[src/hdl/samf_pkg.sv]
// Shared types and constants for the six-axis moving average filter.
package samf_pkg;

  // Default sizes of the filter.
  localparam int WINDOW_DEF      = 50;
  localparam int CHANNELS_DEF    = 6;
  localparam int SAMPLE_BITS_DEF = 16;

  // Fixed layout of one beat: three forces, then three torques.
  localparam int NUM_FIELDS  = 6;
  localparam int Z_CHANNEL   = 2;
  localparam int OFFSET_BITS = 16;

  // Pipeline controls that the sequencer hands to every lane.
  typedef struct packed {
    logic a_load;   // A new beat enters stage A.
    logic a_go;     // Stage A moves on to stage B; state is updated here.
    logic b_go;     // Stage B moves on to stage C.
    logic c_go;     // Stage C moves into the output register.
    logic a_prime;  // The beat in stage A is the first one after reset.
    logic a_first;  // The oldest slot of the beat in stage A still holds the first sample.
  } samf_ctrl_t;

endpackage

[src/hdl/samf_ctrl.sv]
// Handshake sequencer and ring position tracking shared by all lanes.
module samf_ctrl #(
  parameter int WINDOW = 50
) (
  input  logic                       clk,
  input  logic                       rst_n,
  input  logic                       in_valid,
  output logic                       in_stall,
  output logic                       out_valid,
  input  logic                       out_stall,
  output samf_pkg::samf_ctrl_t       ctrl,
  output logic [$clog2(WINDOW)-1:0]  rd_slot,
  output logic [$clog2(WINDOW)-1:0]  a_slot
);
  import samf_pkg::*;

  localparam int SLOT_W = $clog2(WINDOW);
  localparam logic [SLOT_W-1:0] LAST_SLOT = SLOT_W'(WINDOW - 1);

  logic              a_valid_r, a_valid_nxt;
  logic              b_valid_r, b_valid_nxt;
  logic              c_valid_r, c_valid_nxt;
  logic              out_valid_r, out_valid_nxt;
  logic [SLOT_W-1:0] oldest_r, oldest_nxt;
  logic              primed_r, primed_nxt;
  logic              lap_r, lap_nxt;
  logic [SLOT_W-1:0] a_slot_r, a_slot_nxt;
  logic              a_prime_r, a_prime_nxt;
  logic              a_first_r, a_first_nxt;
  logic              out_free, c_free, b_free, a_free;
  logic              a_load, a_go, b_go, c_go;

  // Each stage moves when the one after it is empty or moving.
  always_comb begin
    out_free = !out_valid_r || !out_stall;
    c_go     = c_valid_r && out_free;
    c_free   = !c_valid_r || out_free;
    b_go     = b_valid_r && c_free;
    b_free   = !b_valid_r || c_free;
    a_go     = a_valid_r && b_free;
    a_free   = !a_valid_r || b_free;
    a_load   = in_valid && a_free;
  end

  // Stage occupancy.
  always_comb begin
    a_valid_nxt   = a_load || (a_valid_r && !a_go);
    b_valid_nxt   = a_go || (b_valid_r && !b_go);
    c_valid_nxt   = b_go || (c_valid_r && !c_go);
    out_valid_nxt = c_go || (out_valid_r && out_stall);
  end

  // Ring position. The first beat after reset stands for the whole window, so
  // during the first lap every slot read is taken as that first sample.
  always_comb begin
    oldest_nxt  = oldest_r;
    primed_nxt  = primed_r;
    lap_nxt     = lap_r;
    a_slot_nxt  = a_slot_r;
    a_prime_nxt = a_prime_r;
    a_first_nxt = a_first_r;
    if (a_load) begin
      if (!primed_r) begin
        primed_nxt  = 1'b1;
        a_prime_nxt = 1'b1;
        a_first_nxt = 1'b1;
        a_slot_nxt  = '0;
      end else begin
        a_prime_nxt = 1'b0;
        a_first_nxt = !lap_r;
        a_slot_nxt  = oldest_r;
        if (oldest_r == LAST_SLOT) begin
          oldest_nxt = '0;
          lap_nxt    = 1'b1;
        end else begin
          oldest_nxt = oldest_r + SLOT_W'(1);
        end
      end
    end
  end

  always_ff @(posedge clk) begin
    if (!rst_n) begin
      a_valid_r   <= 1'b0;
      b_valid_r   <= 1'b0;
      c_valid_r   <= 1'b0;
      out_valid_r <= 1'b0;
      oldest_r    <= '0;
      primed_r    <= 1'b0;
      lap_r       <= 1'b0;
      a_slot_r    <= '0;
      a_prime_r   <= 1'b0;
      a_first_r   <= 1'b0;
    end else begin
      a_valid_r   <= a_valid_nxt;
      b_valid_r   <= b_valid_nxt;
      c_valid_r   <= c_valid_nxt;
      out_valid_r <= out_valid_nxt;
      oldest_r    <= oldest_nxt;
      primed_r    <= primed_nxt;
      lap_r       <= lap_nxt;
      a_slot_r    <= a_slot_nxt;
      a_prime_r   <= a_prime_nxt;
      a_first_r   <= a_first_nxt;
    end
  end

  // Outputs to the lanes and the ports.
  always_comb begin
    ctrl.a_load  = a_load;
    ctrl.a_go    = a_go;
    ctrl.b_go    = b_go;
    ctrl.c_go    = c_go;
    ctrl.a_prime = a_prime_r;
    ctrl.a_first = a_first_r;
  end

  assign in_stall  = !a_free;
  assign out_valid = out_valid_r;
  assign rd_slot   = oldest_r;
  assign a_slot    = a_slot_r;

endmodule

[config.mk]
export PLATFORM = sky130hd
export DESIGN_NAME = samf_ctrl
export DESIGN_NICKNAME = d
export VERILOG_FILES = /design/src/hdl/samf_pkg.sv /design/src/hdl/samf_ctrl.sv
export SDC_FILE = /design/constraint.sdc
export NUM_CORES = 1
export LEC_CHECK = 0
export ABC_AREA = 1
export BUFFER_PORTS_ARGS = -buffer_cell sky130_fd_sc_hd__buf_2
export CELL_PAD_IN_SITES_DETAIL_PLACEMENT = 0
export CELL_PAD_IN_SITES_GLOBAL_PLACEMENT = 1
export CORE_MARGIN = 10
export CORE_UTILIZATION = 40
export CTS_CLUSTER_DIAMETER = 100
export DETAILED_ROUTE_END_ITERATION = 10
export PLACE_DENSITY = 0.83
export SYNTH_ARGS = -nofsm -noshare
export SYNTH_HDL_FRONTEND = slang
export SYNTH_SLANG_ARGS = --single-unit
[constraint.sdc]
create_clock -name clk -period 2.06 [get_ports clk]
set_input_delay 0.412 -clock clk [delete_from_list [all_inputs] [get_ports clk]]
set_output_delay 0.412 -clock clk [all_outputs]
set_load 0.05 [all_outputs]
After elaboration in Yosys (flattened, before gate mapping) --
Cells that the tools add are included.
Storage, ports and cells: register bits 20, input port bits 4, output and inout port bits 20, logic and storage cells 44
Operators by class: add/subtract/negate cells 1, equal/unequal tests 1, multiplexer cells 4, reduce and logical (&&, ||, !) cells 28
Operators by type and width (count):
- 6-bit two-way mux | 2
- 1-bit zero test | 10
- 1-bit logical AND | 8
- 1-bit logical OR | 8
- 6-bit by 1-bit adder with 6-bit output, second input constant | 1
- 6-bit == test, second input constant | 1
- 3-bit AND reduction | 1
- 1-bit two-way mux | 2
- 2-bit AND reduction | 1

Depth between registers and ports, before layout --
depth in word-level cells 8, depth in mapped cells 7, depth with buffers taken out 7

Worst setup path before layout --
Ideal clock, no wire load.
kind reg-to-output, start point register out_valid_r (netlist: out_valid), end point output in_stall, arrival time 1494 ps, data required time 1648 ps, slack 154 ps, stages on the path, launching flop included 6, path buffers 1, cell sequence dfxtp_1 -> nand2_2 -> nor2_4 -> nand3_4 -> buf_6 -> inv_1
On the way: cells in the longest elaborated chain, start to end 6
Ends and longest elaborated chain:
- from (decl) | RTL line samf_ctrl.sv:23 | logic out_valid_r, out_valid_nxt;
- from (signal assigned) | RTL line samf_ctrl.sv:98 | out_valid_r <= out_valid_nxt;
- 1-bit zero test | RTL line samf_ctrl.sv:35 | out_free = !out_valid_r || !out_stall;
- 1-bit logical OR | RTL line samf_ctrl.sv:35
- 1-bit logical OR | RTL line samf_ctrl.sv:37 | c_free = !c_valid_r || out_free;
- 1-bit logical OR | RTL line samf_ctrl.sv:39 | b_free = !b_valid_r || c_free;
- 1-bit logical OR | RTL line samf_ctrl.sv:41 | a_free = !a_valid_r || b_free;
- 1-bit zero test | RTL line samf_ctrl.sv:118 | assign in_stall = !a_free;
- to (decl) | RTL line samf_ctrl.sv:8 | output logic in_stall,
No other way between the ends.

==> impl_metrics.yaml <==
synth:
  syn_area_per_cell_um2: 7.54
  synth-seq-area-share: 0.396
  synth_top_cell_area_share: 0.396
  synth.area.top_cells: "dfxtp_1, nand2_1, nand4_1"
  yosys.area.top_type: "dfxtp_1"
  synth_cells: 134
  ys_seq_elements: 20
  yosysWarnings: 0
  synth_nets: 140
  synth.cell_area_um2: 1010
  ys_types: 24
worst_hold_path:
  worstHoldStart: "out_stall"
  hold_path_class: "input port to flip-flop"
global_route:
  globalRouteMet3Util: 0.0424
  grt_busiest_layer: "met2"
  overflow: 0
  antenna_found_initial: 0
  grt_pass1_vias: 818
  grt_pass1_wl_um: 3770
  grt_use_total: 0.0884
  met2_usage: 0.138
  grt_use_met1: 0.106
  grt_max_degree: 16
timing:
  slew_headroom: 0.688
  setup_viol_count_final: 0
  rsz0062_at_grt: "false"
  fin_worst_skew_ns: 0.00319
  fmax_mhz: 519
  worst_slack_ns: 0.132
  finalHoldViolCount: 0
  worst_slew_pin_slew_ns: 0.468
  min_period_over_period: 0.936
  drv_slew: 0
  tns_ns: 0
  min_period_ns: 1.93
critical_path:
  crit_path_top_delay_cell: "dfxtp_1"
  max_stage_delay_ns: 0.38
  crit_type: "flip-flop to primary output"
  path_max_fanout: 15
  endpoint_kind: "primary output"
  required_ns: 1.65
  r2r_start: "rd_slot[0]"
  startpoint: "out_valid"
  setup.worst_path.start_class: "flip-flop"
  timing.critical_path.buf_inv: 2
  crit_family: "simple AND/OR/NAND/NOR gates"
  cp.arrival_ns: 1.52
  path_cells: "nand2_2 -> nor2_4 -> nand3_4 -> nand2_4 -> inv_2 -> buf_2"
power:
  p_total_uw: 759
  ir_drop_uv: 376
  p_leak_nw: 0.519
  p_per_area_nw_per_um2: 677
die:
  die_y_um: 70.3
  io_pins: 24
  die_area_um2: 4940
  rows: 18
  fp.dieW_um: 70.3
  initial_utilization: 0.412
  core_area_um2: 2450
clock_tree:
  ctsResizeCount: 0
  cts_tree: "yes"
  root_buffer: "clkbuf_4"
  cts_setup_buffers: 0
  insertion_delay_ns: 0.30
  cts_hold_buf: 0
  cts.htree.levels: 1
  cts_made_buffers: 3
  clockBufferDepth: 2
  clk_pin_slew_ns: 0.11
  cts_sinks: 20
cells_and_area:
  layout_common_cells: "nand2_1, buf_2, dfxtp_1"
  finalNonFillerCells: 180
  drive_above_1_share: 0.260
  area_growth_pct: 10.9
  n_antenna_cell: 0
  finish.utilization: 0.457
  finalNetCount: 157
  final_common_cell: "nand2_1"
route:
  route.vias.total: 879
  via_per_inst: 4.88
  route.detailed.drc: 0
  wl_um: 2130
  drt_first_pass_iters: 4
  antenna_left: 0
  wl_per_cell_um: 11.8
  drt_iter0_drc: 25
run:
  cap_violations: 0
placement:
  place_congestion: 0.825
  hpwlAfterDp_um: 1610
  dp.cells: 176
  post-place-ws_ns: 0.318
  io_buffer_count: 23
run_status:
  status: "finished, final reports clean"
## area by class of cell
class | count | area (um^2)
Tap cell | 30 | 37.5
Clock buffer | 4 | 36.3
Sequential cell | 20 | 400
Multi-Input combinational cell | 85 | 464
Inverter | 18 | 67.6
Fill cell | 265 | 1330
Timing Repair Buffer | 23 | 115
## cells by family after synthesis
logic type	after synthesis	share of synthesized area
AND/OR/NAND/NOR	65	0.327
buffers and inverters	29	0.145
adder cells (fa/ha/maj)	2	0.0247
XOR/XNOR	1	0.00866
AO/OA/AOI/OAI	17	0.0990
flip-flops	20	0.396
## path summary, 6_finish.rpt
check,endpoint,slack [ns],cells past startpoint
worst min-delay path,out_valid,0.41,3
worst max register to register,rd_slot[4],0.77,6
worst max-delay path,ctrl[5],0.13,6
worst min register to register,lap_r,0.47,2
## power by group
part | leakage [nW] | switching, mW | internal [mW]
clock network | 0.0210 | 0.120 | 0.108
logic | 0.335 | 0.0841 | 0.0271
registers | 0.163 | 0.0193 | 0.400
## flip-flops by register name, indices dropped and copies added, names as in the netlist
register / flops
lap_r: 1
a_first_r: 1
rd_slot: 6
c_valid_r: 1
a_slot: 6
primed_r: 1
out_valid: 1
a_prime_r: 1
a_valid_r: 1
b_valid_r: 1
## synth_stat cells (all sizes together)
library cell / n
nand2: 29
dfxtp: 20
nor2: 19
inv: 16
a21oi: 15
nand4: 12
buf: 10
nand3: 4
clkinv: 2
ha: 2
o21ai: 2
clkbuf: 1
nand3b: 1
xor2: 1
## tightest hold or removal path: stages
cell	delay, ns
buf_2	0.11
nand2_2	0.08
a21oi_1	0.07
## layer usage
layer	vias to the layer above	wire (um)
li1	456	-
met5	-	0
met1	403	1010
met4	0	13
met2	18	943
met3	2	161
## through the flow
step / hold WS [ns] / instance area [um^2]
after floorplan: 0.436 / 1010
after global placement: 0.449 / 1080
after detailed placement: 0.455 / 1080
after CTS: 0.407 / 1120
after global routing: 0.399 / 1120
final: 0.413 / 1120
Power figures use the tool's default switching activity.
