===== config.mk =====
export PLATFORM = sky130hd
export DESIGN_NAME = samf_lane
export DESIGN_NICKNAME = d
export VERILOG_FILES = /design/src/hdl/samf_pkg.sv /design/src/hdl/samf_lane.sv
export SDC_FILE = /design/constraint.sdc
export NUM_CORES = 2
export LEC_CHECK = 0
export ABC_AREA = 0
export BUFFER_PORTS_ARGS = -buffer_cell sky130_fd_sc_hd__buf_2
export CAP_MARGIN = 20
export CORE_ASPECT_RATIO = 0.5
export CORE_MARGIN = 2
export CORE_UTILIZATION = 35
export CTS_BUF_LIST = sky130_fd_sc_hd__clkbuf_8 sky130_fd_sc_hd__clkbuf_16
export CTS_CLUSTER_SIZE = 20
export DETAILED_ROUTE_END_ITERATION = 12
export GPL_ROUTABILITY_DRIVEN = 0
export MAX_ROUTING_LAYER = met4
export PLACE_DENSITY = 0.45
export SYNTH_ARGS = -nofsm -noshare
export SYNTH_HDL_FRONTEND = slang
export SYNTH_SLANG_ARGS = --single-unit

===== constraint.sdc =====
create_clock -name clk -period 8.4 [get_ports clk]
set_input_delay 1.26 -clock clk [delete_from_list [all_inputs] [get_ports clk]]
set_output_delay 1.26 -clock clk [all_outputs]
set_load 0.03 [all_outputs]

===== src/hdl/samf_pkg.sv =====
// Shared types and constants for the six-axis moving average filter.
package samf_pkg;

  // Default sizes of the filter.
  localparam int WINDOW_DEF      = 50;
  localparam int CHANNELS_DEF    = 6;
  localparam int SAMPLE_BITS_DEF = 16;

  // Fixed layout of one beat: three forces, then three torques.
  localparam int NUM_FIELDS  = 6;
  localparam int Z_CHANNEL   = 2;
  localparam int OFFSET_BITS = 16;

  // Pipeline controls that the sequencer hands to every lane.
  typedef struct packed {
    logic a_load;   // A new beat enters stage A.
    logic a_go;     // Stage A moves on to stage B; state is updated here.
    logic b_go;     // Stage B moves on to stage C.
    logic c_go;     // Stage C moves into the output register.
    logic a_prime;  // The beat in stage A is the first one after reset.
    logic a_first;  // The oldest slot of the beat in stage A still holds the first sample.
  } samf_ctrl_t;

endpackage


===== src/hdl/samf_lane.sv =====
// One channel: sample ring, running sum and division by the window length.
module samf_lane #(
  parameter int WINDOW      = 50,
  parameter int SAMPLE_BITS = 16
) (
  input  logic                          clk,
  input  logic                          rst_n,
  input  samf_pkg::samf_ctrl_t          ctrl,
  input  logic [$clog2(WINDOW)-1:0]     rd_slot,
  input  logic [$clog2(WINDOW)-1:0]     a_slot,
  input  logic signed [SAMPLE_BITS-1:0] sample,
  output logic [SAMPLE_BITS-1:0]        quot,
  output logic                          neg
);
  import samf_pkg::*;

  localparam int SLOT_W  = $clog2(WINDOW);
  localparam int SUM_W   = SAMPLE_BITS + SLOT_W;
  localparam int K       = SUM_W + SLOT_W;
  localparam int RECIP_W = K - SLOT_W + 2;
  localparam int PROD_W  = SUM_W + RECIP_W;
  // Rounded-up reciprocal; exact floor division for every sum magnitude.
  localparam logic [RECIP_W-1:0] RECIP =
    RECIP_W'(((64'd1 << K) + 64'(WINDOW) - 64'd1) / 64'(WINDOW));
  localparam logic signed [SUM_W-1:0] WIN_S = SUM_W'(WINDOW);

  logic [SAMPLE_BITS-1:0]        ring [WINDOW];
  logic [SAMPLE_BITS-1:0]        rd_q_r;
  logic signed [SAMPLE_BITS-1:0] x_a_r;
  logic signed [SAMPLE_BITS-1:0] first_r;
  logic signed [SUM_W-1:0]       sum_r, sum_nxt;
  logic signed [SUM_W-1:0]       sum_b_r;
  logic [PROD_W-1:0]             prod_c_r;
  logic                          neg_c_r;
  logic signed [SAMPLE_BITS-1:0] old_val;
  logic [SUM_W-1:0]              mag_b;

  // Ring memory: read the oldest slot as a beat enters, write it as it leaves.
  always_ff @(posedge clk) begin
    if (ctrl.a_load) begin
      rd_q_r <= ring[rd_slot];
    end
    if (ctrl.a_go && !ctrl.a_prime) begin
      ring[a_slot] <= x_a_r;
    end
  end

  // Stage A input register and the first sample after reset.
  always_ff @(posedge clk) begin
    if (ctrl.a_load) begin
      x_a_r <= sample;
    end
    if (ctrl.a_go && ctrl.a_prime) begin
      first_r <= x_a_r;
    end
  end

  // Running sum update.
  always_comb begin
    old_val = ctrl.a_first ? first_r : $signed(rd_q_r);
    if (ctrl.a_prime) begin
      sum_nxt = SUM_W'(x_a_r) * WIN_S;
    end else begin
      sum_nxt = sum_r - SUM_W'(old_val) + SUM_W'(x_a_r);
    end
  end

  always_ff @(posedge clk) begin
    if (!rst_n) begin
      sum_r <= '0;
    end else if (ctrl.a_go) begin
      sum_r <= sum_nxt;
    end
  end

  // Stage B holds the sum; stage C holds magnitude times reciprocal.
  assign mag_b = sum_b_r[SUM_W-1] ? (SUM_W'(0) - SUM_W'(sum_b_r)) : SUM_W'(sum_b_r);

  always_ff @(posedge clk) begin
    if (ctrl.a_go) begin
      sum_b_r <= sum_nxt;
    end
    if (ctrl.b_go) begin
      prod_c_r <= PROD_W'(mag_b) * PROD_W'(RECIP);
      neg_c_r  <= sum_b_r[SUM_W-1];
    end
  end

  assign quot = prod_c_r[K +: SAMPLE_BITS];
  assign neg  = neg_c_r;

endmodule


* After elaboration in Yosys (flattened, before gate mapping)
Memories as Yosys holds them, arrays and structs flattened. A register that Yosys moved wholly into a read port is not among the register bits. Cells that the tools add are included.
Storage, ports and cells: flip-flop bits (word level) 120, bits in latches 0, memory bits (writable) 800, memory bits (read-only) 0, input port bits 36, output and inout bits 17, memories 1
Memory list:
- ring | words 50, bits a word 16, read ports 1, clocked after memory_dff 1, write ports 1, RTL line samf_lane.sv:27 | logic [SAMPLE_BITS-1:0] ring [WINDOW];
Operators by class: $add $sub $neg 3, multipliers 2, div/mod/pow operators 0, order comparisons 0, equal/unequal tests 0, shift-type cells 0, muxes and demuxes 5, bitwise operators 0, reductions and logical operators 3
Operator list (count):
- 22-bit 2-to-1 mux | 2
- 22-bit by 22-bit multiplier with 43-bit output (second input constant) | 1
- 22-bit by 16-bit adder with 22-bit output | 1
- 1-bit by 22-bit subtractor with 22-bit output (first input constant) | 1
- 22-bit by 16-bit subtractor with 22-bit output | 1
- 16-bit by 6-bit multiplier with 21-bit output (second input constant) | 1
- 16-bit 2-to-1 mux | 1
- 1-bit logical AND | 2
- 1-bit 2-to-1 mux | 2
- 1-bit logical NOT | 1

* Longest topological paths before layout
word-level depth 4, mapped depth 29, mapped depth without buffers 29

* Worst setup path before layout
OpenSTA, ideal clock, no wires.
path type register -> register, from register sum_b_r[5], to register prod_c_r[38], data pin, library setup time 136 ps, arrival 7211 ps, slack 1053 ps, stages on the path, launching flop included 26, path through edfxtp_1 -> or4_4 -> nor4_4 -> nand3_1 -> o31ai_1 -> xnor2_1 -> ha_1 -> inv_1 -> fa_1 -> fa_1 -> inv_1 -> fa_1 -> fa_1 -> fa_1 -> inv_1 -> fa_1 -> inv_1 -> ha_1 -> a21o_1 -> a21o_1 -> a221o_1 -> o2bb2ai_1 -> a31oi_1 -> a211oi_1 -> a2111oi_0 -> nand3b_1
Between the ends: cells in the longest elaborated chain, start to end 3
RTL lines:
- start, declared | RTL line samf_lane.sv:32 | logic signed [SUM_W-1:0] sum_b_r;
- start signal, assigned | RTL line samf_lane.sv:81 | sum_b_r <= sum_nxt;
- 1-bit by 22-bit subtractor with 22-bit output | RTL line samf_lane.sv:77 | assign mag_b = sum_b_r[SUM_W-1] ? (SUM_W'(0) - SUM_W'(sum_b_r)) : SUM_W'(sum_b_r);
- 22-bit 2-to-1 mux (*) | RTL line samf_lane.sv:77
- 22-bit by 22-bit multiplier with 43-bit output (*) | RTL line samf_lane.sv:84 | prod_c_r <= PROD_W'(mag_b) * PROD_W'(RECIP);
- end signal, assigned | RTL line samf_lane.sv:84
- end, declared | RTL line samf_lane.sv:33 | logic [PROD_W-1:0] prod_c_r;
Every way passes the cells marked *; elsewhere a longest branch is shown, timed or not. A chain may end at the register's enable or synchronous reset.

* Worst setup path after layout
from register sum_b_r[2], to register prod_c_r[38], data pin
Same word-level chain as after synthesis.

==> metrics.md <==
| Metric | Value |
|---|---|
| Overall global routing resource usage | a little under a fifth |
| First-pass GRT wire length | 176 mm |
| EDFF count, synth | slightly below 900 |
| CTS tree | done |
| Area grow syn2layout | 12.9% |
| Routed wire length | roughly 120 mm |
| Die ar. | ~140,000 sq um |
| Slew HR | 28.4% |
| Total grt overflow | 0 |
| Distinct cells, synth | 71 |
| Share of flip-flops with an asynchronous set or reset | 0% |
| Fill cell count | approximately 12,000 |
| Largest net degree at the start of global routing | 115 |
| Residual DRC count | 2 |
| Estimated wirelength of the detail-placed design | 77.2 mm |
| Nets@finish | roughly 3,500 |
| CTS Hold Bufs | 0 |
| Register area share after synthesis | about three fifths |
| FF+latch count, synth | 909 |
| Starting Density | between 30% and 40% |
| Clock latency on the worst-skew pair | 710 ps |
| Final non-filler cell area | approximately 53,000 sq um |
| CP Max Fanout | 6 |
| Primary FF master, synth | edfxtp_1 |
| Layout cells sized above 1 | between 20% and 30% |
| Post-Syn Instances | between 2,000 and 3,000 |
| Req. time, crit path | 8930 ps |
| Synth top area cells | edfxtp_1, mux4_2, fa_1 |
| Max-cap violation count | 0 |
| Die Wd | roughly 520 um |
| Final slew viol count | 0 |
| Synth top area share | between 50% and 60% |
| Routed via count | around 24,000 |
| Achievable clock frequency | roughly 0.13 GHz |
| Status | finished with violations |
| Die Ht | roughly 260 um |
| Final worst path period share | a little over nine tenths |
| Initial detailed-routing violation count | around 1,800 |
| Mean area per synthesized cell | approximately 17 sq um |
| DRT Pass-1 Iters | 9 |
| Routed vias/inst | approximately 5 |
| Fin cells | 4,810 |
| H-tree depth | 3 |
| Syn_nets | 3,330 |
| Clk slew on worst S/H paths | 60 ps |
| Total CTS buffers | 88 |
| Hold Crit Class | reg2reg |
| IO Port Bufs | 51 |
| FP Rows | between 90 and 100 |
| Failing checks | design-rule violations |
| Cell accounting for the most synthesized area | edfxtp_1 |
| Core ar. | 132,000 sq um |
| Minimum clock period after layout | just under 8000 ps |
| Setup Skew | approximately 61 ps |
| Post-route ant nets | 0 |
| Clock sinks | 909 |
| Slew @ Worst Pin | ~1100 ps |
| Total placed cells including tap cells | around 4,600 |
| Vias in the first global route | between 20,000 and 30,000 |
| Setup CP Type | reg2reg |
| Initial antenna violation count | 14 |
| Final Hold Fails | 0 |
| I/O pin count | 53 |
| Clock buffer depth | 3 |
| Post-DP Area | slightly below 50,000 sq um |
| Yosys Warn Count | 0 |
| Crit path DAT | ~8500 ps |
| Crit end category | register |
| WL/cell | around 25 um |
| Endpoints failing setup | 0 |
| Netlist Area Pre-Place | 46,600 sq um |
| Startpoint Class | register |
| Clock root cell | clkbuf_16 |
## cells in the final DEF, fill, tap and decap left out, types with 32 or more instances in the layout
master	count
mux2_2	32
xnor2_1	51
inv_1	442
a21oi_1	53
nand2_1	57
buf_2	48
o21ai_0	49
mux4_2	256
ha_1	294
edfxtp_1	887
buf_4	98
nor2_2	42
clkbuf_16	89
fa_1	209
nor2_1	65
## state kept, by name, indices dropped and copies added (netlist names)
signal	flops
sum_r	22
x_a_r	16
sum_b_r	22
rd_q_r	16
prod_c_r	16
ring	800
first_r	16
neg	1
## layout make-up
class / instances / area [sq um] / area share (%)
Clock inverter: 73 / 653 / 1.24
Timing Repair Buffer: 152 / 1080 / 2.05
Tap cell: 1776 / 2220 / 4.22
Inverter: 427 / 1600 / 3.05
Clock buffer: 89 / 2230 / 4.23
Antenna cell: 10 / 25.0 / 0.0475
Multi-Input combinational cell: 1374 / 17700 / 33.7
Sequential cell: 909 / 27100 / 51.4
## final timing paths
check                  start            to  slack [ps]  cells past startpoint
setup / recovery  sum_b_r[2]  prod_c_r[38]         450                     27
hold / removal      sum_r[1]      sum_r[1]         490                      2
setup reg to reg  sum_b_r[2]  prod_c_r[38]         450                     27
hold reg to reg     sum_r[1]      sum_r[1]         490                      2
## critical path, cell delays in order, from the launching register on
cell	delay, ps
edfxtp_1	440
nor3_1	360
nand3_1	230
o31a_1	340
xor2_2	490
inv_1	280
nor2_1	220
inv_1	110
fa_1	560
fa_1	450
fa_1	550
inv_1	50
fa_1	400
fa_1	510
inv_1	50
fa_1	490
inv_1	40
ha_1	300
a21o_1	160
a21o_1	160
a221o_1	380
o2bb2ai_1	130
a31oi_1	260
buf_4	180
a211oi_1	60
buf_4	160
a2111oi_0	310
nand3b_1	150
## layer usage
metal,wire [um],track usage (%),part of all wire (%)
met1,55400,25.1,47
met2,56000,29.2,47
met3,5160,2.95,4.3
met4,1940,3.56,1.6
met5,0,-,0
## cells in the mapped netlist (5+ instances only)
cell	instances
a211oi_1	14
a21o_1	25
a21oi_1	53
a31oi_1	11
buf_1	16
buf_2	13
clkbuf_1	49
dfxtp_1	22
edfxtp_1	887
fa_1	209
ha_1	294
inv_1	425
mux2_2	32
mux2i_1	14
mux4_2	256
nand2_1	57
nand2b_1	7
nand3_1	21
nand3b_1	11
nor2_1	111
nor2b_1	6
nor3_1	16
nor4_1	5
o211ai_1	5
o21a_1	8
o21ai_0	49
o21bai_1	5
o31ai_1	5
or3_1	13
xnor2_1	51
xor2_1	32
## logic make-up after synthesis
| logic type | count (synthesis) | synth area share [%] |
|---|---|---|
| multiplexers | 302 | 13.4 |
| flip-flops | 909 | 58.1 |
| AND/OR/NAND/NOR | 270 | 2.76 |
| XOR/XNOR | 83 | 1.56 |
| buffers and inverters | 508 | 4.18 |
| AO/OA/AOI/OAI | 216 | 3.08 |
| adder cells (fa/ha/maj) | 503 | 16.9 |
## through the flow
stage / util (%) / TNS, ps / worst slack, ps / hold slack, ps
after floorplan: - / 0 / 1050 / 445
after global placement: 37.7 / 0 / 95.8 / 474
after detailed placement: 37.7 / 0 / 20.1 / 485
after CTS: 39.9 / 0 / 19.6 / 494
after global routing: 39.9 / -8.45 / -8.45 / 508
final: 39.9 / 0 / 450 / 486
## what timing repair did
item | CTS | global route
endpoints found under the hold margin | 0 | 0
endpoints found under the setup margin | 0 | 10
setup buffers | 0 | 0
gates resized for setup | 0 | 4
Power is left out: the tool's default activity adds up to more than one toggle a clock period on the data nets, which glitch-free logic cannot reach.
