File: config.mk
export PLATFORM = sky130hd
export DESIGN_NAME = samf_merge
export DESIGN_NICKNAME = d
export VERILOG_FILES = /design/src/hdl/samf_pkg.sv /design/src/hdl/samf_merge.sv
export SDC_FILE = /design/constraint.sdc
export NUM_CORES = 1
export LEC_CHECK = 0
export ABC_AREA = 1
export BUFFER_PORTS_ARGS = -buffer_cell sky130_fd_sc_hd__buf_4
export CAP_MARGIN = 20
export CORE_MARGIN = 2
export CORE_UTILIZATION = 45
export CTS_CLUSTER_SIZE = 28
export DETAILED_ROUTE_END_ITERATION = 8
export GPL_TIMING_DRIVEN = 0
export MAX_ROUTING_LAYER = met4
export PLACE_DENSITY_LB_ADDON = 0.12
export SLEW_MARGIN = 25
export SYNTH_ARGS = -nofsm -noshare
export SYNTH_HDL_FRONTEND = slang
export SYNTH_SLANG_ARGS = --single-unit
export TNS_END_PERCENT = 5
File: constraint.sdc
create_clock -name clk -period 4 [get_ports clk]
set_clock_uncertainty 0.2 [all_clocks]
set_input_delay 1 -clock clk [delete_from_list [all_inputs] [get_ports clk]]
set_output_delay 1 -clock clk [all_outputs]
set_load 0.1 [all_outputs]
File: src/hdl/samf_pkg.sv
// Shared types and constants for the six-axis moving average filter.
package samf_pkg;

  // Default sizes of the filter.
  localparam int WINDOW_DEF      = 50;
  localparam int CHANNELS_DEF    = 6;
  localparam int SAMPLE_BITS_DEF = 16;

  // Fixed layout of one beat: three forces, then three torques.
  localparam int NUM_FIELDS  = 6;
  localparam int Z_CHANNEL   = 2;
  localparam int OFFSET_BITS = 16;

  // Pipeline controls that the sequencer hands to every lane.
  typedef struct packed {
    logic a_load;   // A new beat enters stage A.
    logic a_go;     // Stage A moves on to stage B; state is updated here.
    logic b_go;     // Stage B moves on to stage C.
    logic c_go;     // Stage C moves into the output register.
    logic a_prime;  // The beat in stage A is the first one after reset.
    logic a_first;  // The oldest slot of the beat in stage A still holds the first sample.
  } samf_ctrl_t;

endpackage

File: src/hdl/samf_merge.sv
// Merge of the lane quotients into one result beat, with the weight offset on z.
module samf_merge #(
  parameter int CHANNELS    = 6,
  parameter int SAMPLE_BITS = 16
) (
  input  logic                                clk,
  input  logic                                rst_n,
  input  samf_pkg::samf_ctrl_t                ctrl,
  input  logic [SAMPLE_BITS-1:0]              lane_quot [samf_pkg::NUM_FIELDS],
  input  logic                                lane_neg  [samf_pkg::NUM_FIELDS],
  input  logic                                cfg_valid,
  output logic                                cfg_ready,
  input  logic signed [samf_pkg::OFFSET_BITS-1:0] cfg_weight_offset,
  output logic signed [SAMPLE_BITS-1:0]       out_avg_force_x,
  output logic signed [SAMPLE_BITS-1:0]       out_avg_force_y,
  output logic signed [SAMPLE_BITS:0]         out_avg_force_z,
  output logic signed [SAMPLE_BITS-1:0]       out_avg_torque_x,
  output logic signed [SAMPLE_BITS-1:0]       out_avg_torque_y,
  output logic signed [SAMPLE_BITS-1:0]       out_avg_torque_z
);
  import samf_pkg::*;

  localparam int DIFF_W = ((SAMPLE_BITS > OFFSET_BITS) ? SAMPLE_BITS : OFFSET_BITS) + 1;

  logic signed [OFFSET_BITS-1:0] offset_r;
  logic [SAMPLE_BITS-1:0]        avg      [NUM_FIELDS];
  logic [SAMPLE_BITS-1:0]        avg_r    [NUM_FIELDS];
  logic signed [DIFF_W-1:0]      diff_z;
  logic [SAMPLE_BITS:0]          z_val;
  logic [SAMPLE_BITS:0]          z_r;

  // The weight offset register accepts a write in any cycle.
  assign cfg_ready = 1'b1;

  always_ff @(posedge clk) begin
    if (!rst_n) begin
      offset_r <= '0;
    end else if (cfg_valid) begin
      offset_r <= cfg_weight_offset;
    end
  end

  // Apply the sign to each truncated quotient.
  always_comb begin
    for (int f = 0; f < NUM_FIELDS; f++) begin
      avg[f] = lane_neg[f] ? (SAMPLE_BITS'(0) - lane_quot[f]) : lane_quot[f];
    end
  end

  // Vertical force minus the weight offset, one bit wider than a sample.
  always_comb begin
    diff_z = DIFF_W'($signed(avg[Z_CHANNEL])) - DIFF_W'(offset_r);
    z_val  = (Z_CHANNEL < CHANNELS) ? diff_z[SAMPLE_BITS:0] : '0;
  end

  // Output register, loaded as a result beat leaves stage C.
  always_ff @(posedge clk) begin
    if (ctrl.c_go) begin
      for (int f = 0; f < NUM_FIELDS; f++) begin
        avg_r[f] <= avg[f];
      end
      z_r <= z_val;
    end
  end

  assign out_avg_force_x  = $signed(avg_r[0]);
  assign out_avg_force_y  = $signed(avg_r[1]);
  assign out_avg_force_z  = $signed(z_r);
  assign out_avg_torque_x = $signed(avg_r[3]);
  assign out_avg_torque_y = $signed(avg_r[4]);
  assign out_avg_torque_z = $signed(avg_r[5]);

endmodule

### After elaboration in Yosys (flattened, before gate mapping)

Memories as Yosys holds them, arrays and structs flattened.
Index checks and enable logic that the tools add are counted.

* register bits: 33
* memory bits (writable): 96
* input port bits: 127
* output and inout bits: 98
* memories kept: 1

Memory list
* avg_r: depth 6, bits a word 16, read ports 5, clocked after memory_dff 0, wr ports 6, RTL line samf_merge.sv:27 `logic [SAMPLE_BITS-1:0] avg_r [NUM_FIELDS];`

* $add $sub $neg: 7
* muxes and demuxes: 8

Operators by type and width (count)
* two-way mux 16 bit: 6
* subtractor 1 x 16 -> 16 bit (first input constant): 6
* subtractor 16 x 16 -> 17 bit: 1
* two-way mux 1 bit: 2

### Logic depth before layout (Yosys ltp)

Gate-level depths: netlist (run 1).

* depth after elaboration: 3
* gate-level depth with buffers: 18
* gate-level depth less buffers: 18

### Least setup slack after synthesis (run 1)

OpenSTA, ideal clock, no wires.

* kind: input to register
* from: input lane_quot[49] in the netlist's numbering
* to: register z_r[14] (netlist: out_avg_force_z[14]) (data pin)
* data arrival time: 2.739 ns
* data required time: 3.548 ns
* slack: 0.809 ns
* cell stages on the path: 18
* path buffers: 0
* cell sequence: inv_1 -> ha_1 -> inv_1 -> nor2_1 -> nand3_2 -> o21ai_4 -> nand2_1 -> nand2_1 -> nand2_1 -> ha_1 -> nand2_1 -> inv_1 -> nand2_1 -> nand2_1 -> a21oi_1 -> nand2_1 -> nand2_1 -> nand2_1

* word-level cells in the longest chain between the ends: 3

Ends and longest elaborated chain
* from (decl): RTL line samf_merge.sv:9 `input logic [SAMPLE_BITS-1:0] lane_quot [samf_pkg::NUM_FIELDS],`
* subtractor 1 x 16 -> 16 bit: RTL line samf_merge.sv:46 `avg[f] = lane_neg[f] ? (SAMPLE_BITS'(0) - lane_quot[f]) : lane_quot[f];`
* two-way mux 16 bit *: RTL line samf_merge.sv:46
* subtractor 16 x 16 -> 17 bit *: RTL line samf_merge.sv:52 `diff_z = DIFF_W'($signed(avg[Z_CHANNEL])) - DIFF_W'(offset_r);`
* net diff_z[14]: RTL line samf_merge.sv:28 `logic signed [DIFF_W-1:0] diff_z;`
* to (signal assigned): RTL line samf_merge.sv:62 `z_r <= z_val;`
* to (decl): RTL line samf_merge.sv:30 `logic [SAMPLE_BITS:0] z_r;`

Mark *: on every way through the listed nets, which the timed path passes. The rest lies on a longest branch.
A chain may end at the register's enable or synchronous reset.

### Worst setup path in the final report (run 1)

* from: input lane_quot[48] in the netlist's numbering
* to: register z_r[14] (netlist: out_avg_force_z[14]) (data pin)

Same word-level chain as after synthesis.

==> metrics.md, run 1 <==
| Metric | Value |
|---|---|
| Proportion of power drawn by the clock network | 31.8% |
| Number of failing hold endpoints at the final stage | 0 |
| Net count, final | 1306 |
| Fraction of layout cells with a size suffix above 1 | 28.5% |
| Synthesized flop and latch total | 113 |
| Deepest level of the CTS H-tree | 4 |
| Area fraction in and, or, nand and nor cells after synthesis | 28.2% |
| Cell types with the highest counts after synthesis | nand2_1 (269), inv_1 (164), edfxtp_1 (97) |
| Dominant combinational cell family by area after synthesis | simple AND/OR/NAND/NOR gates |
| Crit path time final | 3.21 ns |
| Crit path capture type | flop |
| Area share of the largest cell type after synthesis | 39.6% |
| Summed instance area of the synthesized netlist | 7350 um^2 |
| Slew at the pin with the worst max-slew slack | 0.914 ns |
| Number of buffers added on ports | 215 |
| Number of failing setup endpoints in the final timing report | 0 |
| Die height | 132 um |
| Maximum frequency from static timing analysis | 0.311 GHz |
| CTS-repair resized insts | 0 |
| Dominant cell type by area after synthesis | edfxtp_1 |
| Cell count after synthesis | 922 |
| Post-route ant nets | 0 |
| Dominant synthesized flop cell | edfxtp_1 |
| DRC violation count after routing | 0 |
| Critical hold path startpoint | offset_r[12] |
| Hold-fix buffers, CTS | 0 |
| Full die area | 17400 um^2 |
| Hold WC Path Type | reg -> reg |
| Total congestion overflow after global routing | 0 |
| Via count of the first global-routing pass | 5984 |
| Global-route wire length before repair | 27300 um |
| Boundary pin count | 225 |
| Worst-case clock buffer depth | 2 |
| HPWL after detailed placement | 12900 um |
| Switching power summed over all nets | 1820 uW |
| Post-CTS repair timing setup buffer count | 0 |
| Synthesized-area fraction occupied by xor and xnor cells | 7.58% |
| Final weighted congestion in routability-driven placement | 0.862 |
| Number of non-filler instances in the completed layout | 1385 |
| Initial core utilization | 46.1% |
| Category of the most critical setup path | in -> reg |
| CTS tree | built |
| Complex-gate fraction of the synthesized area | 5.82% |
| Avg WL per Cell | 11.9 um |
| Clk pin slew, worst setup/hold paths | 0.05 ns |
| Diodes inserted | 0 |
| Number of clock buffers inserted by TritonCTS | 17 |
| Cell-internal power | 2830 uW |
| Peak supply drop | 0.000314 V |
| Library cells used by synthesis | 32 |
| Number of detailed-route iterations in the first pass | 6 |
| Overall routed net length | 16400 um |
| Placed Cells | 1353 |
| Logic gate share of total power | 36.3% |
| Most area-consuming cells after synthesis | edfxtp_1 (40%), nand2_1 (14%), inv_1 (8.4%) |
| Post-synthesis mux area share | 0% |
| Insertion delay of the later-clocked pin in the worst-skew pair | 0.41 ns |
| Power per cell area | 473 nW/um^2 |
| Final TNS setup | 0 ns |
| Required arrival time at the worst endpoint | 3.96 ns |
| Post-Route Hold Slack | 0.261 ns |
| Largest net degree at the start of global routing | 98 |
| Reg-to-reg startpoint | offset_r[0] |
| Layout Area Growth over Synthesis | 33.7% |
| Max-cap check violation count | 0 |
| Ratio of final minimum period to clock period | 80.4% |
| Via Count | 6256 |
| Total of warnings raised by yosys | 0 |
| Sequential cell area fraction in the yosys report | 44.0% |
| Sinks on the clock net | 113 |
| Number of enable-type register cells in the synthesized netlist | 97 |
| Most frequent cell after synthesis | nand2_1 |
| Async set-reset flop share out of synthesis | 0% |
| DRC violation total after the first TritonRoute iteration | 311 |
| Startpoint types | input pin |
| Total Power | 4650 uW |
| Mean instance size in the synthesized netlist | 7.97 um^2 |
| Area of the core region | 15900 um^2 |
| Flop pwr share | 31.9% |
| Peak fanout along the critical path | 5 |
| Net switching fraction of the power | 39.2% |
| Overall die width | 132 um |
| Per-cell via count in the routed design | 4.52 |
| Run status | completed |
| Arrival time at the worst endpoint | 3.17 ns |
| Post-synthesis share of cell area spent on full adders, half adders and majority gates | 4.02% |
| Setup repair after global routing missed its margin | no |
| Pins Over Slew Limit | 0 |
| Row count | 46 |
| Static Leakage | 0.00488 uW |
| All-layer global routing usage | 20.0% |
| Net Count, Synth | 1072 |
| Initial antenna violation count | 0 |
| Library cell used as clock root buffer | clkbuf_16 |
| Slew HR | 39.1% |
| Launching element of the worst setup path | lane_quot[48] |
-- worst paths after layout --
check        slack [ns]             endpoint  cells past startpoint
max                0.79  out_avg_force_z[14]                     19
max reg2reg        2.00  out_avg_force_z[12]                     11
min reg2reg        0.26         offset_r[12]                      2
min                0.26         offset_r[12]                      2
-- critical path, stage by stage --
cell     delay [ns]
buf_4          0.11
inv_1          0.11
ha_1           0.16
inv_1          0.05
nor2_1         0.15
nand3_2        0.14
o21ai_4        0.21
nand2_1        0.07
nand2_1        0.06
nand2_1        0.06
ha_1           0.35
nand2_1        0.20
inv_1          0.06
nand2_1        0.06
nand2_1        0.04
a21oi_1        0.16
nand2_1        0.07
nand2_1        0.06
nand2_1        0.05
-- cell type report --
type | instances | area [um^2]
multi-input cells | 614 | 3350
plain buffers | 14 | 82.6
inverters | 181 | 679
well taps | 216 | 270
repair buffers | 215 | 1620
flip-flops and latches | 113 | 3230
clock buffers | 28 | 539
clock inverters | 4 | 45.0
fillers | 1451 | 6120
-- logic make-up after synthesis --
kind of cell,Yosys count
and+or+nand+nor,454
buffers and inverters,195
adders and majority gates,23
xor gates and xnor gates,61
other,1
DFF,113
AOI/OAI and AO/OA,75
-- cell usage in the layout, fill, tap and decap left out --
| master | Yosys | routed |
|---|---|---|
| clkinv_2 | 0 | 3 |
| bufinv_16 | 0 | 1 |
| inv_1 | 164 | 164 |
| inv_2 | 17 | 17 |
| o21ai_4 | 4 | 4 |
| fa_1 | 1 | 1 |
| ha_1 | 22 | 22 |
| or2_1 | 2 | 2 |
| clkbuf_8 | 0 | 3 |
| clkbuf_1 | 4 | 10 |
| o21ai_0 | 34 | 34 |
| a21oi_1 | 23 | 23 |
| nand3b_1 | 3 | 3 |
| nor3_2 | 6 | 6 |
| conb_1 | 1 | 1 |
| xnor2_1 | 16 | 16 |
| edfxtp_1 | 97 | 97 |
| buf_2 | 4 | 4 |
| clkbuf_16 | 0 | 19 |
| nor2_2 | 15 | 15 |
| nor3_1 | 4 | 4 |
| clkbuf_2 | 2 | 2 |
| nand3_2 | 15 | 15 |
| nand2_1 | 269 | 269 |
| nand3_1 | 63 | 63 |
| nor2_1 | 57 | 57 |
| buf_6 | 2 | 3 |
| dfxtp_1 | 16 | 16 |
| nand2_2 | 11 | 11 |
| nand2_4 | 3 | 3 |
| xor2_2 | 3 | 3 |
| nor2_4 | 6 | 6 |
| o21ai_2 | 2 | 2 |
| o21ai_1 | 12 | 12 |
| xor2_1 | 42 | 42 |
| buf_4 | 2 | 216 |
-- metrics by stage --
stage,area [um^2],util [%],setup WS (ns)
after global routing,9820,61.6,0.533
after global placement,9230,57.9,0.393
final,9820,61.6,0.785
after floorplan,7350,-,0.809
after detailed placement,9240,57.9,0.371
after CTS,9820,61.6,0.794
-- routing by layer --
| metal | wire [um] | track usage, % | up-vias | part of all wire, % |
|---|---|---|---|---|
| li1 | - | - | 3349 | - |
| met2 | 7780 | 33.2 | 172 | 47 |
| met5 | 0 | - | - | 0 |
| met4 | 293 | 6.28 | 0 | 1.8 |
| met1 | 7510 | 24.8 | 2717 | 46 |
| met3 | 844 | 3.96 | 18 | 5.1 |
-- power by group through the flow --
| stage | clock [uW] | sequential (uW) | combinational (uW) |
|---|---|---|---|
| 2_1_floorplan | 0 | 2360 | 424 |
| 3_3_place_gp | 0 | 1500 | 1680 |
| 3_5_place_dp | 0 | 1500 | 1690 |
| 4_1_cts | 1510 | 1480 | 1700 |
| 5_1_grt | 1560 | 1490 | 1800 |
| 6_report | 1480 | 1480 | 1690 |
-- flip-flops by register name (all words and copies together), names as in the netlist --
name             count
avg_r               80
offset_r            16
out_avg_force_z     17
(Power assumes the default switching activity.)
==> inputs of run 2 (changes only) <==
--- a/config.mk
+++ b/config.mk
@@ -5,7 +5,7 @@
 export SDC_FILE = /design/constraint.sdc
 export NUM_CORES = 1
 export LEC_CHECK = 0
-export ABC_AREA = 1
+export ABC_AREA = 0
 export BUFFER_PORTS_ARGS = -buffer_cell sky130_fd_sc_hd__buf_4
 export CAP_MARGIN = 20
 export CORE_MARGIN = 2
==> constraint.sdc (replaced) <==
create_clock -name clk -period 2.6 [get_ports clk]
set_clock_uncertainty 0.2 [all_clocks]
set_input_delay 0.65 -clock clk [delete_from_list [all_inputs] [get_ports clk]]
set_output_delay 0.65 -clock clk [all_outputs]
set_load 0.1 [all_outputs]
==> run 2 against run 1 <==
The flow now finishes with violations (negative setup slack). Combinational power rose by 54%. Hold slack worse by 0.011 ns. Area after synthesis down 15%. Global-route usage rose by 0.30 points. Non-clock buffer count rose by 2. Sequential power increased by 55%. Via count is 20% lower.
==> metrics.md, run 2 <==
| Metric | Value |
|---|---|
| Via count of the first global-routing pass | 4795 (-20%) |
| HPWL after detailed placement | 11400 um (-12%) |
| Crit path capture type | flop |
| Number of failing setup endpoints in the final timing report | 8 (+8) |
| Stage delay of the slowest cell on the critical path | 0.54 ns (+0.19 ns) |
| Fraction of layout cells with a size suffix above 1 | 35.8% (+7.3 points) |
| Most area-consuming cells after synthesis | edfxtp_1 (47%), xnor2_1 (9.0%), dfxtp_1 (5.1%) |
| Cell count after synthesis | 543 (-41%) |
| Total non-filler cell area in the finished layout | 8820 um^2 (-10%) |
| Reg-to-reg startpoint | offset_r[0] |
| Max-cap check violation count | 0 (unchanged) |
| Total Power | 7050 uW (+52%) |
| Avg WL per Cell | 15.3 um (+29%) |
| Layout Area Growth over Synthesis | 40.9% |
| Overall die width | 122 um (-7.5%) |
| Ratio of final minimum period to clock period | 120% |
| Slew HR | 41.8% (+2.7 points) |
| All-layer global routing usage | 20.3% (+0.30 points) |
| Cell types with the highest counts after synthesis | edfxtp_1 (97), xnor2_1 (64), nand2_1 (48) |
| Arrival time at the worst endpoint | 3.06 ns (-0.11 ns) |
| Logic depth of the worst register-to-register path | 8 (-3) |
| DRC violation count after routing | 0 (unchanged) |
| Library cells used by synthesis | 50 (+56%) |
| Total of warnings raised by yosys | 0 (unchanged) |
| CTS tree | built |
| Peak supply drop | 0.000341 V (+8.8%) |
| Hold WC Path Type | in -> reg |
| Number of detailed-route iterations in the first pass | 4 (-2) |
| Initial core utilization | 45.6% (-0.48 points) |
| Peak fanout along the critical path | 4 (-1) |
| DRC violation total after the first TritonRoute iteration | 274 (-12%) |
| Boundary pin count | 225 (unchanged) |
| WHS Endpoint | avg_r[4][0] |
| Async set-reset flop share out of synthesis | 0% (unchanged) |
| Diodes inserted | 0 (unchanged) |
| Final weighted congestion in routability-driven placement | 0.853 (-0.96%) |
| Flip-flop count of the largest register after layout | 80 (unchanged) |
| Total congestion overflow after global routing | 0 (unchanged) |
| Overall routed net length | 14900 um (-9.4%) |
| Critical hold path startpoint | lane_quot[16] |
| Summed instance area of the synthesized netlist | 6260 um^2 (-15%) |
| Area share of the largest cell type after synthesis | 46.6% (+6.9 points) |
| Crit path cell chain | buf_6, or4_4, or2_4, o41ai_4, xnor2_1, ha_2, a21o_1, nand2b_1, o41a_1, o41ai_2, xnor2_1 |
| Leading cell types in the layout, fill and taps excluded | buf_4 (219), edfxtp_1 (97), xnor2_1 (64) |
| Net Count, Synth | 693 (-35%) |
| Largest net degree at the start of global routing | 98 (unchanged) |
| Mean instance size in the synthesized netlist | 11.5 um^2 (+45%) |
| Most common cell after layout, fill and taps aside | buf_4 |
| Maximum frequency from static timing analysis | 0.320 GHz |
| R2r setup slk | 0.12 ns (-1.88 ns) |
| Hold-fix buffers, CTS | 0 (unchanged) |
| Insertion delay of the later-clocked pin in the worst-skew pair | 0.40 ns (about the same) |
| Via Count | 4998 (-20%) |
| Pins Over Slew Limit | 0 (unchanged) |
| Most frequent cell after synthesis | edfxtp_1 |
| Number of buffers added on ports | 217 (+0.93%) |
| Sequential cell area fraction in the yosys report | 51.7% (+7.7 points) |
| Hold-critical path depth | 1 (-1) |
| Initial antenna violation count | 0 (unchanged) |
| Sinks on the clock net | 113 (unchanged) |
| Synthesized flop and latch total | 113 (unchanged) |
| Area of the multi-input gates | 2970 um^2 (-12%) |
| Per-cell via count in the routed design | 5.12 (+13%) |
| Dominant synthesized flop cell | edfxtp_1 |
| Number of enable-type register cells in the synthesized netlist | 97 (unchanged) |
| Register Area | 3230 um^2 (unchanged) |
| Global-route wire length before repair | 22900 um (-16%) |
| Die height | 122 um (-7.5%) |
| Placed Instance Area | 8120 um^2 (-12%) |
| Static Leakage | 0.00358 uW (-27%) |
| Most used cell along the critical path | xnor2_1 |
| Clk pin slew, worst setup/hold paths | 0.05 ns (about the same) |
| Setup repair after global routing missed its margin | yes |
| End of the worst register-to-register path | out_avg_force_z[16] |
| Violated checks | negative setup slack |
| Post-Route Hold Slack | 0.250 ns (-0.0110 ns) |
| Final setup slack of the worst path | -0.526 ns (-1.31 ns) |
| Startpoint types | input pin |
| Number of failing hold endpoints at the final stage | 0 (unchanged) |
| Worst-case clock buffer depth | 2 (unchanged) |
| Net count, final | 933 (-29%) |
| Slew at the pin with the worst max-slew slack | 0.873 ns (-0.0401 ns) |
| Power per cell area | 800 nW/um^2 (+69%) |
| Final TNS setup | -2.78 ns (-2.78 ns) |
| Most flop-heavy register | avg_r |
| Required arrival time at the worst endpoint | 2.54 ns (-1.42 ns) |
| Run status | complete, but fails checks |
| Dominant cell type by area after synthesis | edfxtp_1 |
| Deepest level of the CTS H-tree | 4 (unchanged) |
| Crit path time final | 3.13 ns |
| Area of the core region | 13700 um^2 (-14%) |
| Library cell used as clock root buffer | clkbuf_16 |
| Row count | 43 (-6.5%) |
| Post-route ant nets | 0 (unchanged) |
| Count of filler cells inserted in the layout | 1096 (-24%) |
| Crit path max-delay cell type | or4_4 |
| Number of clock buffers inserted by TritonCTS | 17 (unchanged) |
| Full die area | 14900 um^2 (-14%) |
| Category of the most critical setup path | in -> reg |
[run 2: metrics by stage]
step	cells	setup WS, ns	utilization [%]
6_report	976	-0.526	64.3
5_1_grt	976	-0.639	64.3
4_1_cts	976	-0.481	64.0
3_5_place_dp	940	-1.09	59.2
3_3_place_gp	940	-1.06	59.2
2_1_floorplan	543	-0.692	-
[run 2: area by class of cell]
type                            instances  share of cell area (%)
Sequential cell                       113                    36.7
Inverter                               31                    1.32
Buffer                                 10                   0.568
Tap cell                              180                    2.55
Clock inverter                          6                   0.639
Timing Repair Buffer                  221                    18.9
Clock buffer                           26                    5.66
Multi-Input combinational cell        389                    33.6
[run 2: worst max path at each step]
stage                  start                  end  slack (ns)  cells after the start
5_1_grt        lane_quot[50]  out_avg_force_z[14]       -0.64                     12
4_1_cts        lane_quot[57]  out_avg_force_z[14]       -0.48                     10
3_3_place_gp   lane_quot[50]  out_avg_force_z[15]       -1.06                     11
3_5_place_dp   lane_quot[50]  out_avg_force_z[15]       -1.09                     11
2_1_floorplan  lane_quot[57]  out_avg_force_z[14]       -0.69                      9
6_report       lane_quot[57]  out_avg_force_z[14]       -0.53                     11
[run 2: cells by family (layout without fill, tap and decap cells)]
kind of cell | count (synthesis) | count (layout) | share of synthesized area, %
fa+ha+maj | 23 | 23 | 4.72
simple gates | 137 | 137 | 11.1
buf+inv | 41 | 294 | 2.66
compound gates | 114 | 114 | 13.4
mux | 18 | 18 | 2.90
xor+xnor | 96 | 96 | 13.4
flops | 113 | 113 | 51.7
other cells | 1 | 1 | 0.0599
[run 2: worst max-delay path: cells and delay by family]
kind | cells | cell delay (ns)
adder cells (fa/ha/maj) | 1 | 0.36
buffers and inverters | 1 | 0.10
XOR/XNOR | 2 | 0.27
AND/OR/NAND/NOR | 3 | 0.97
AO/OA/AOI/OAI | 4 | 0.71
[run 2: report_power, final]
| part | internal (uW) | switching (uW) | total, uW |
|---|---|---|---|
| Sequential | 2240 | 61.4 | 2300 |
| Clock | 1400 | 745 | 2150 |
| Combinational | 674 | 1930 | 2610 |
| Total | 4310 | 2740 | 7050 |
[run 2: metal layers]
metal	vias up	share of wire (%)	global-route usage [%]
li1	2456	-	-
met1	2341	39	23.2
met2	174	52	35.0
met3	27	6.3	4.26
met4	0	2.4	7.97
met5	-	0	-
[run 2: timing repair]
action / in CTS / in global routing
endpoints found under the setup margin: 9 / 10
buffers inserted: 4 / 0
gates resized for setup: 19 / 8
pin swaps: 6 / 4
endpoints found under the hold margin: 0 / 0
==> inputs of run 3 (changes only) <==
--- a/config.mk
+++ b/config.mk
@@ -8,7 +8,6 @@
 export ABC_AREA = 0
 export BUFFER_PORTS_ARGS = -buffer_cell sky130_fd_sc_hd__buf_4
 export CAP_MARGIN = 20
-export CORE_MARGIN = 2
 export CORE_UTILIZATION = 45
 export CTS_CLUSTER_SIZE = 28
 export DETAILED_ROUTE_END_ITERATION = 8
==> run 3 against run 2 <==
Largest power group unchanged. The run still ends with negative setup slack left. Register-to-register slack lost 0.13 ns. Utilization up 1.5 points. Clock power decreased by 2%. Flip-flop and latch count is the same.
==> metrics.md, run 3 (synthesis gave the netlist of run 2 again) <==
| Metric | Value |
|---|---|
| Via count of the first global-routing pass | 4925 (+2.7%) |
| Total congestion overflow after global routing | 0 (unchanged) |
| Count of filler cells inserted in the layout | 1057 (-3.6%) |
| Crit path capture type | flop |
| Boundary pin count | 225 (unchanged) |
| Setup repair after global routing missed its margin | yes |
| Full die area | 14400 um^2 (-3.3%) |
| Final setup slack of the worst path | -0.418 ns (+0.108 ns) |
| Total non-filler cell area in the finished layout | 8810 um^2 (-0.11%) |
| Most common cell after layout, fill and taps aside | buf_4 |
| Peak fanout along the critical path | 6 (+2) |
| CTS tree | built |
| Post-Place Setup Slack | -1.11 ns (-0.0154 ns) |
| Number of buffers added on ports | 217 (unchanged) |
| Per-cell via count in the routed design | 5.09 (-0.57%) |
| Power per cell area | 794 nW/um^2 (-0.76%) |
| Number of non-filler instances in the completed layout | 970 (-0.61%) |
| Number of clock buffers inserted by TritonCTS | 17 (unchanged) |
| Layout Area Growth over Synthesis | 40.8% |
| Final standard cell utilization of the core | 65.7% (+1.5 points) |
| Die height | 120 um (-1.6%) |
| Number of failing setup endpoints in the final timing report | 8 (unchanged) |
| Violated checks | negative setup slack |
| Clk pin slew, worst setup/hold paths | 0.05 ns (about the same) |
| Max-cap check violation count | 0 (unchanged) |
| Hold-critical path depth | 1 (unchanged) |
| Placed Cells | 936 (-0.43%) |
| Largest net degree at the start of global routing | 98 (unchanged) |
| Number of detailed-route iterations in the first pass | 4 (unchanged) |
| Leading cell types in the layout, fill and taps excluded | buf_4 (219), edfxtp_1 (97), xnor2_1 (64) |
| Post-route ant nets | 0 (unchanged) |
| Crit path cell chain | buf_4, nor4_4, nand2_2, o31ai_2, xnor2_1, ha_2, and4_1, o2bb2ai_1, a21oi_2, o221ai_1, xor2_1 |
| Startpoint types | input pin |
| Most flop-heavy register | avg_r |
| Initial antenna violation count | 0 (unchanged) |
| Flip-flop count of the largest register after layout | 80 (unchanged) |
| Crit path time final | 3.02 ns (-0.108 ns) |
| Slew at the pin with the worst max-slew slack | 0.900 ns (+0.0262 ns) |
| Diodes inserted | 0 (unchanged) |
| Final TNS setup | -2.84 ns (-0.0585 ns) |
| Hold WC Path Type | in -> reg |
| Worst-case clock buffer depth | 2 (unchanged) |
| Required arrival time at the worst endpoint | 2.55 ns (about the same) |
| Area of the core region | 13400 um^2 (-2.3%) |
| Sinks on the clock net | 113 (unchanged) |
| Initial core utilization | 46.7% (+1.1 points) |
| Maximum frequency from static timing analysis | 0.331 GHz (+3.6%) |
| Stage delay of the slowest cell on the critical path | 0.35 ns (-0.19 ns) |
| Slew HR | 40.0% (-1.7 points) |
| Row count | 42 (-2.3%) |
| Insertion delay of the later-clocked pin in the worst-skew pair | 0.41 ns (about the same) |
| Run status | complete, but fails checks |
| Category of the most critical setup path | in -> reg |
| DRC violation total after the first TritonRoute iteration | 211 (-23%) |
| Deepest level of the CTS H-tree | 4 (unchanged) |
| Static Leakage | 0.00358 uW (-0.12%) |
| Cell family with most CP delay | compound AO/OA/AOI/OAI gates |
| HPWL after detailed placement | 11100 um (-2.7%) |
| Placed Instance Area | 8120 um^2 (about the same) |
| Global-route wire length before repair | 22900 um (+0.18%) |
| DRC violation count after routing | 0 (unchanged) |
| Overall die width | 120 um (-1.6%) |
| Arrival time at the worst endpoint | 2.97 ns (-0.09 ns) |
| Pins Over Slew Limit | 0 (unchanged) |
| Logic depth of the worst register-to-register path | 8 (unchanged) |
| Buffering stage count on the worst path with inverters included | 1 (unchanged) |
| Net count, final | 933 (unchanged) |
| All-layer global routing usage | 21.3% (+0.95 points) |
| Via Count | 4939 (-1.2%) |
| Overall routed net length | 14300 um (-3.7%) |
| Crit path max-delay cell type | nor4_4 |
| Ratio of final minimum period to clock period | 116% (-4.2 points) |
| Final weighted congestion in routability-driven placement | 0.843 (-1.3%) |
| Fraction of layout cells with a size suffix above 1 | 35.9% (+0.090 points) |
| Avg WL per Cell | 14.8 um (-3.1%) |
| Number of failing hold endpoints at the final stage | 0 (unchanged) |
| Peak supply drop | 0.000368 V (+7.8%) |
| Count of cell instances traversed by the critical path | 11 (unchanged) |
| Library cell used as clock root buffer | clkbuf_16 |
[run 3: changes by cell type in the layout (fill, tap and decap cells not counted), moves of 2 or more]
cell,previous run,this run
clkinv_1,1,4
clkbuf_8,4,0
nand2_2,0,3
clkbuf_1,12,10
nand2_1,48,45
[run 3: metal layers]
metal	vias up	GRT usage, %	share of wire (%)
met5	-	-	0
met4	0	8.67	2.1
met3	25	5.70	5.5
met2	157	36.6	52
met1	2306	23.2	40
li1	2451	-	-
[run 3: layout make-up]
cell class | instances | area (um^2) | area share, %
inverters | 31 | 116 | 1.32
clock buffers | 20 | 437 | 4.96
multi-input cells | 389 | 2980 | 33.9
plain buffers | 10 | 50.0 | 0.568
flip-flops and latches | 113 | 3230 | 36.7
clock inverters | 10 | 95.1 | 1.08
repair buffers | 221 | 1670 | 19.0
well taps | 176 | 220 | 2.50
[run 3: path summary, 6_finish.rpt]
check,start,endpoint,slack [ns]
worst max-delay path,lane_quot[52],out_avg_force_z[15],-0.42
worst max register to register,offset_r[0],out_avg_force_z[14],-0.01
worst min-delay path,lane_quot[16],avg_r[4][0],0.25
worst min register to register,offset_r[12],offset_r[12],0.31
[run 3: per-stage QoR]
step           hold slack, ns  total power, uW
2_1_floorplan           0.283             4230
3_3_place_gp            0.304             4840
3_5_place_dp            0.312             4870
4_1_cts                 0.230             7020
5_1_grt                 0.225             7250
6_report                0.246             6990
[run 3: report_power, final]
group / internal, uW / leakage (uW) / switching (uW)
Clock: 1370 / 0.000263 / 732
Combinational: 673 / 0.00223 / 1920
Sequential: 2240 / 0.00108 / 58.2
[run 3: repair_timing]
action	CTS	global route
pin swaps	11	8
buffers inserted	3	1
setup endpoints to repair	9	10
hold buffers	0	0
resized for setup	19	12
